File: config.mk
export PLATFORM = sky130hd
export DESIGN_NAME = framed_request_parser_with_version_reply_core
export DESIGN_NICKNAME = d
export VERILOG_FILES = /design/src/rtl/core/frp_pkg.sv /design/src/rtl/core/framed_request_parser_with_version_reply_core.sv
export SDC_FILE = /design/constraint.sdc
export NUM_CORES = 1
export LEC_CHECK = 0
export BUFFER_PORTS_ARGS = -buffer_cell sky130_fd_sc_hd__buf_2
export CAP_MARGIN = 40
export CORE_MARGIN = 2
export CORE_UTILIZATION = 35
export DETAILED_ROUTE_END_ITERATION = 8
export GPL_TIMING_DRIVEN = 0
export PLACE_DENSITY = 0.65
export SLEW_MARGIN = 20
export SYNTH_ARGS = -nofsm -noshare
export SYNTH_HDL_FRONTEND = slang
export SYNTH_SLANG_ARGS = --single-unit
export TNS_END_PERCENT = 5
File: constraint.sdc
create_clock -name aclk -period 4.1 [get_ports aclk]
set_input_delay 0.205 -clock aclk [delete_from_list [all_inputs] [get_ports aclk]]
set_output_delay 0.205 -clock aclk [all_outputs]
set_load 0.005 [all_outputs]
File: src/rtl/core/frp_pkg.sv
// ============================================================================
// Framed request parser package
// Shared types and fixed codes for the framed request parser core.
// ============================================================================
package frp_pkg;

    // Framing bytes.
    localparam logic [7:0] FRAME_HEADER = 8'hBB;
    localparam logic [7:0] VERSION_ID   = 8'h0A;

    // Configuration register indexes.
    localparam logic [1:0] REG_VERSION_LENGTH  = 2'd0;
    localparam logic [1:0] REG_VERSION_TEXT_LO = 2'd1;
    localparam logic [1:0] REG_VERSION_TEXT_HI = 2'd2;

    // Configuration reset values ("v1.0.0", six characters).
    localparam logic [3:0]  VERSION_LENGTH_RST  = 4'd6;
    localparam logic [63:0] VERSION_TEXT_LO_RST = 64'h0000_302E_302E_3176;
    localparam logic [7:0]  VERSION_TEXT_HI_RST = 8'h00;

    // Number of version characters held in the text registers.
    localparam int unsigned TEXT_CHARS = 9;

    // Parser phases.
    typedef enum logic [1:0] {
        PH_IDLE    = 2'd0,
        PH_ID      = 2'd1,
        PH_SIZE    = 2'd2,
        PH_PAYLOAD = 2'd3
    } phase_t;

endpackage

File: src/rtl/core/framed_request_parser_with_version_reply_core.sv
// ============================================================================
// Framed request parser with version reply
// Parses version request frames from a byte stream and answers each one
// with a fixed-length version reply frame.
// ============================================================================
// Usage:
// Received bytes enter on the s_ channel (s_valid, s_ready, s_rx_byte), one
// item per cycle. A frame is the header 0xBB, the ID 0x0A, a SIZE byte in
// 1..MAX_PAYLOAD and then SIZE payload bytes, which are counted and dropped.
// Anything else sends the parser back to waiting for a header.
// When the last payload byte is accepted the block sends a reply of
// REPLY_TEXT_BYTES+3 items on the m_ channel (m_valid, m_ready, m_tx_byte,
// m_tx_last): 0xBB, 0x0A, REPLY_TEXT_BYTES, the version characters, then
// zero padding. m_tx_last marks the final item. If version_length is not
// below REPLY_TEXT_BYTES the frame is consumed and no reply is sent.
// Throughput is one input item per cycle; the input is held off (s_ready
// low) while the reply generator is producing reply items. The first reply
// item is loaded into the output register once the reply generator has
// started, and the rest follow one per cycle while the receiver takes every
// item. When the receiver stalls, the output register holds its item and
// the reply generator waits; input items are still taken once the reply is
// fully generated. Reset (aresetn low, synchronous) returns the parser to
// waiting for a header, empties the output and restores the configuration
// defaults. The user must write the configuration port only while no frame
// is in progress; the block itself does not enforce this.
// ============================================================================
module framed_request_parser_with_version_reply_core #(
    parameter int unsigned MAX_PAYLOAD      = 64,
    parameter int unsigned REPLY_TEXT_BYTES = 10
) (
    input  logic        aclk,
    input  logic        aresetn,

    // Configuration write port.
    input  logic        cfg_wr_en,
    input  logic [1:0]  cfg_index,
    input  logic [63:0] cfg_wdata,

    // Received byte channel.
    input  logic        s_valid,
    output logic        s_ready,
    input  logic [7:0]  s_rx_byte,

    // Reply byte channel.
    output logic        m_valid,
    input  logic        m_ready,
    output logic [7:0]  m_tx_byte,
    output logic        m_tx_last
);

    import frp_pkg::*;

    // With the default REPLY_TEXT_BYTES the reply length is 13 items, so its index fits in four bits.
    localparam int unsigned REPLY_TOTAL = REPLY_TEXT_BYTES + 3;
    localparam int unsigned IDX_W       = $clog2(REPLY_TOTAL);
    localparam logic [IDX_W-1:0] LAST_IDX = IDX_W'(REPLY_TOTAL - 1);
    localparam logic [7:0] MAX_SIZE   = 8'(MAX_PAYLOAD);
    localparam logic [3:0] TEXT_LIMIT = 4'(REPLY_TEXT_BYTES);
    localparam logic [7:0] TEXT_COUNT = 8'(REPLY_TEXT_BYTES);

    // Configuration registers.
    logic [3:0]  version_length_reg;
    logic [63:0] version_text_lo_reg;
    logic [7:0]  version_text_hi_reg;

    // Parser state.
    phase_t      phase_reg, phase_next;
    logic [6:0]  size_reg, size_next;
    logic [6:0]  count_reg, count_next;
    logic        frame_done;

    // Reply generator and output register.
    logic             reply_active_reg, reply_active_next;
    logic [IDX_W-1:0] reply_idx_reg, reply_idx_next;
    logic             m_valid_reg, m_valid_next;
    logic [7:0]       m_tx_byte_reg, m_tx_byte_next;
    logic             m_tx_last_reg, m_tx_last_next;

    logic       s_accept;
    logic       out_load;
    logic [3:0] idx_wide;
    logic [3:0] text_pos;
    logic [7:0] text_char;
    logic [7:0] reply_byte;

    assign s_ready  = !reply_active_reg;
    assign s_accept = s_valid && s_ready;

    // ------------------------------------------------------------------
    // Configuration registers.
    // ------------------------------------------------------------------
    always_ff @(posedge aclk) begin
        if (!aresetn) begin
            version_length_reg  <= VERSION_LENGTH_RST;
            version_text_lo_reg <= VERSION_TEXT_LO_RST;
            version_text_hi_reg <= VERSION_TEXT_HI_RST;
        end else if (cfg_wr_en) begin
            case (cfg_index)
                REG_VERSION_LENGTH:  version_length_reg  <= cfg_wdata[3:0];
                REG_VERSION_TEXT_LO: version_text_lo_reg <= cfg_wdata;
                REG_VERSION_TEXT_HI: version_text_hi_reg <= cfg_wdata[7:0];
                default: ;
            endcase
        end
    end

    // ------------------------------------------------------------------
    // Parser next state. The state only moves on an accepted item.
    // ------------------------------------------------------------------
    always_comb begin
        phase_next = phase_reg;
        size_next  = size_reg;
        count_next = count_reg;
        if (s_accept) begin
            case (phase_reg)
                PH_IDLE: begin
                    if (s_rx_byte == FRAME_HEADER) begin
                        phase_next = PH_ID;
                    end
                end
                PH_ID: begin
                    phase_next = (s_rx_byte == VERSION_ID) ? PH_SIZE : PH_IDLE;
                end
                PH_SIZE: begin
                    if (s_rx_byte != 8'd0 && s_rx_byte <= MAX_SIZE) begin
                        size_next  = s_rx_byte[6:0];
                        count_next = 7'd0;
                        phase_next = PH_PAYLOAD;
                    end else begin
                        phase_next = PH_IDLE;
                    end
                end
                PH_PAYLOAD: begin
                    if ({1'b0, count_reg} + 8'd1 >= {1'b0, size_reg}) begin
                        count_next = 7'd0;
                        phase_next = PH_IDLE;
                    end else begin
                        count_next = count_reg + 7'd1;
                    end
                end
                default: phase_next = PH_IDLE;
            endcase
        end
    end

    // Parser outputs: a frame ends on the last accepted payload byte.
    always_comb begin
        frame_done = 1'b0;
        case (phase_reg)
            PH_PAYLOAD: begin
                frame_done = s_accept
                          && ({1'b0, count_reg} + 8'd1 >= {1'b0, size_reg});
            end
            default: frame_done = 1'b0;
        endcase
    end

    always_ff @(posedge aclk) begin
        if (!aresetn) begin
            phase_reg <= PH_IDLE;
            size_reg  <= 7'd0;
            count_reg <= 7'd0;
        end else begin
            phase_reg <= phase_next;
            size_reg  <= size_next;
            count_reg <= count_next;
        end
    end

    // ------------------------------------------------------------------
    // Reply byte selection for the current reply index.
    // ------------------------------------------------------------------
    assign idx_wide = 4'(reply_idx_reg);
    assign text_pos = idx_wide - 4'd3;

    always_comb begin
        if (text_pos < 4'd8) begin
            text_char = version_text_lo_reg[{text_pos[2:0], 3'b000} +: 8];
        end else if (text_pos == 4'(TEXT_CHARS - 1)) begin
            text_char = version_text_hi_reg;
        end else begin
            text_char = 8'h00;
        end
    end

    always_comb begin
        case (idx_wide)
            4'd0:    reply_byte = FRAME_HEADER;
            4'd1:    reply_byte = VERSION_ID;
            4'd2:    reply_byte = TEXT_COUNT;
            default: reply_byte = (text_pos < version_length_reg) ? text_char : 8'h00;
        endcase
    end

    // ------------------------------------------------------------------
    // Reply generator and output register. A new reply item loads when the
    // output register is empty or its item is being taken.
    // ------------------------------------------------------------------
    assign out_load = reply_active_reg && (!m_valid_reg || m_ready);

    always_comb begin
        reply_active_next = reply_active_reg;
        reply_idx_next    = reply_idx_reg;
        m_valid_next      = m_valid_reg;
        m_tx_byte_next    = m_tx_byte_reg;
        m_tx_last_next    = m_tx_last_reg;

        if (m_valid_reg && m_ready) begin
            m_valid_next = 1'b0;
        end

        if (out_load) begin
            m_valid_next   = 1'b1;
            m_tx_byte_next = reply_byte;
            m_tx_last_next = (reply_idx_reg == LAST_IDX);
            if (reply_idx_reg == LAST_IDX) begin
                reply_active_next = 1'b0;
                reply_idx_next    = '0;
            end else begin
                reply_idx_next = reply_idx_reg + IDX_W'(1);
            end
        end

        // A finished frame starts a reply unless the version is too long.
        if (frame_done && version_length_reg < TEXT_LIMIT) begin
            reply_active_next = 1'b1;
            reply_idx_next    = '0;
        end
    end

    always_ff @(posedge aclk) begin
        if (!aresetn) begin
            reply_active_reg <= 1'b0;
            reply_idx_reg    <= '0;
            m_valid_reg      <= 1'b0;
        end else begin
            reply_active_reg <= reply_active_next;
            reply_idx_reg    <= reply_idx_next;
            m_valid_reg      <= m_valid_next;
        end
    end

    always_ff @(posedge aclk) begin
        m_tx_byte_reg <= m_tx_byte_next;
        m_tx_last_reg <= m_tx_last_next;
    end

    assign m_valid   = m_valid_reg;
    assign m_tx_byte = m_tx_byte_reg;
    assign m_tx_last = m_tx_last_reg;

endmodule

==> results_dict.tcl <==
set metrics [dict create \
    rsz0062_at_grt "false" \
    tns_ns 0 \
    critPathArrivalTime_ns 3.87 \
    synth.distinct_cells 53 \
    multiInputGateArea_um2 2620 \
    grt_first_pass_wirelength_mm 22.1 \
    hold_viol_final 0 \
    hold_depth 3 \
    ios 90 \
    io_buffer_count 89 \
    grt_max_degree 18 \
    final_antenna_net_count 0 \
    cp-start-kind "flop" \
    synth_edf_count 9 \
    place.gp.congestion 0.799 \
    crit_path_cell_trace "clkbuf_1 -> inv_1 -> ha_1 -> buf_2 -> buf_2 -> mux4_2 -> mux2_2 -> a221o_1" \
    hp-class "input port to flop" \
    clkSinkCount 107 \
    seq_area_um2 2230 \
    antennaDiodeCount 0 \
    cts_resized 0 \
    setup_viol 0 \
    layout-drive-gt1-share 0.219 \
    wire_per_inst_um 16.2 \
    worst-setup-path-type "flop to flop" \
    synth_top_area_share 0.388 \
    crit_path_top_delay_cell "clkbuf_1" \
    tritoncts "done" \
    synth_area_um2 5060 \
    grt_pass1_vias 4369 \
    fin_crit_ns 3.76 \
    syn_avg_cell_area_um2 9.26 \
    fin_skew_ns 0.0120 \
    slew_violations 0 \
    hold_path_end "version_text_lo_reg[12]" \
    clock_latency_ns 0.36 \
    cp_data_required_time_ns 4.21 \
    max_stage_delay_ns 0.56 \
    r2r_cells 8 \
    min_from "cfg_wdata[12]" \
    path_max_fanout 10 \
    synth_top_area_cell "dfxtp_1" \
    outcome "completed" \
    start_util 0.362 \
    async_reset_ff_frac 0 \
    largest_reg_flops 64 \
    ctsHoldBuffers 0 \
    holdWs_ns 0.0494 \
    p_per_area_nw_per_um2 352 \
    vdd_drop_max_v 0.000196 \
    worstMarginPinSlew_ns 0.707 \
    routed_via_density 5.10 \
    slew_headroom 0.527 \
    max_freq_ghz 0.266 \
    coreArea_um2 14000 \
    first_iter_violations 338 \
    postSynthCellCount 546 \
    synth_nets 641 \
    first_pass_iters 4 \
    die_y_um 124 \
    netlist_top_cells_count "nand2_1, dfxtp_1, a21boi_0" \
    grt_usage 0.180 \
    num_vias 4245 \
    drc 0 \
    synthToLayoutAreaGrowth_pct 19.4 \
    critPathCaptureType "flop" \
    grt.overflow.total 0 \
    n_fill_cell 1375 \
    cts_buffer_depth 2 \
    numCtsBuffers 9 \
    r2r_start "idx_wide[0]" \
    path_clk_slew_ns 0.07 \
    routed_wl_mm 13.5 \
    cts-root-buf "clkbuf_16" \
    ys_seq_area_frac 0.441 \
    regToRegSetupSlack_ns 0.34 \
    die_w_um 124 \
    ys_warn_count 0 \
    yosysMostFrequentCell "nand2_1" \
    die_area_um2 15400 \
    cap_viol_max_count 0 \
    r2r-end "m_tx_byte[4]" \
    p_leak_nw 2.39 \
    total_power_mw 2.12 \
    row_count 43 \
    antenna_found_initial 0 \
    path_common_cell "buf_2" \
    hpwlAfterDp_mm 10.2 \
    synth.area.top_cells "dfxtp_1, nand2_1, mux4_2" \
    htreeDepth 3 \
    nets 743 \
    period_share 0.917 \
    synthFlopType "dfxtp_1" \
    ys_seq_elements 107 \
    cts_setup_buffers 0 \
]
## logic make-up after synthesis
kind of cell             Yosys count  synth area share
buffers and inverters             51            0.0403
multiplexers                      42             0.125
AND/OR/NAND/NOR                  234             0.209
XOR/XNOR                           5           0.00866
AO/OA/AOI/OAI                     91             0.136
flip-flops                       107             0.441
adder cells (fa/ha/maj)           16            0.0396
## critical path, delay by kind of cell (launching register included)
kind            cells  cell delay, ns
compound gates      1            0.33
fa+ha+maj           1            0.36
buf+inv             4            1.46
flops               1            0.51
mux                 2            0.83
## how the worst max path moves through the flow
stage / start / endpoint / slack, ns / cells after the start
after detailed placement: idx_wide[0] / m_tx_byte[4] / 0.41 / 8
final: idx_wide[0] / m_tx_byte[4] / 0.34 / 8
after CTS: idx_wide[0] / m_tx_byte[4] / 0.37 / 8
after global routing: idx_wide[0] / m_tx_byte[6] / 0.17 / 10
after floorplan: idx_wide[0] / m_tx_byte[4] / 1.08 / 8
after global placement: idx_wide[0] / m_tx_byte[4] / 0.45 / 8
## cell type report
cell class,instances,area share
sequential,107,0.370
clock buffer,12,0.0444
multi-input combinational,388,0.434
buffer,33,0.0226
inverter,18,0.0112
tap,180,0.0373
timing repair buffer,91,0.0759
clock inverter,4,0.00477
## metrics by stage
stage / std cells / util / worst slack [ns] / cell area (um2)
after floorplan: 546 / - / 1.08 / 5060
after global placement: 815 / 0.409 / 0.446 / 5730
after detailed placement: 817 / 0.410 / 0.405 / 5740
after CTS: 833 / 0.432 / 0.373 / 6040
after global routing: 833 / 0.432 / 0.168 / 6040
final: 833 / 0.432 / 0.341 / 6040
## layer usage
layer / vias up / wire [um] / global-route usage
met5: - / 0 / 0
met4: 0 / 256 / 0.0601
met2: 133 / 6650 / 0.313
met1: 2006 / 5870 / 0.218
li1: 2087 / - / -
met3: 19 / 688 / 0.0452
## placed cells by master, fill, tap and decap left out, types with 4 or more instances in the layout
cell / instances
clkbuf_1: 28
nand3_1: 26
nor3b_1: 4
xor2_1: 5
a221o_1: 4
nor2_1: 21
edfxtp_1: 9
nor2b_1: 18
mux2_2: 5
a21boi_0: 45
nor3_1: 4
clkbuf_16: 10
dfxtp_1: 98
o21ai_1: 4
mux4_2: 16
buf_2: 94
mux2i_1: 20
ha_1: 16
nand2_1: 139
a21oi_1: 10
o21ai_0: 5
inv_1: 17
## report_power, final
group	leakage [nW]	total, mW	internal [mW]	switching, mW
Combinational	1.38	0.157	0.0726	0.0839
Sequential	0.868	1.09	1.08	0.0152
Clock	0.149	0.873	0.469	0.404
Total	2.39	2.12	1.62	0.503
Note: power is estimated with default switching activity, not from simulation.
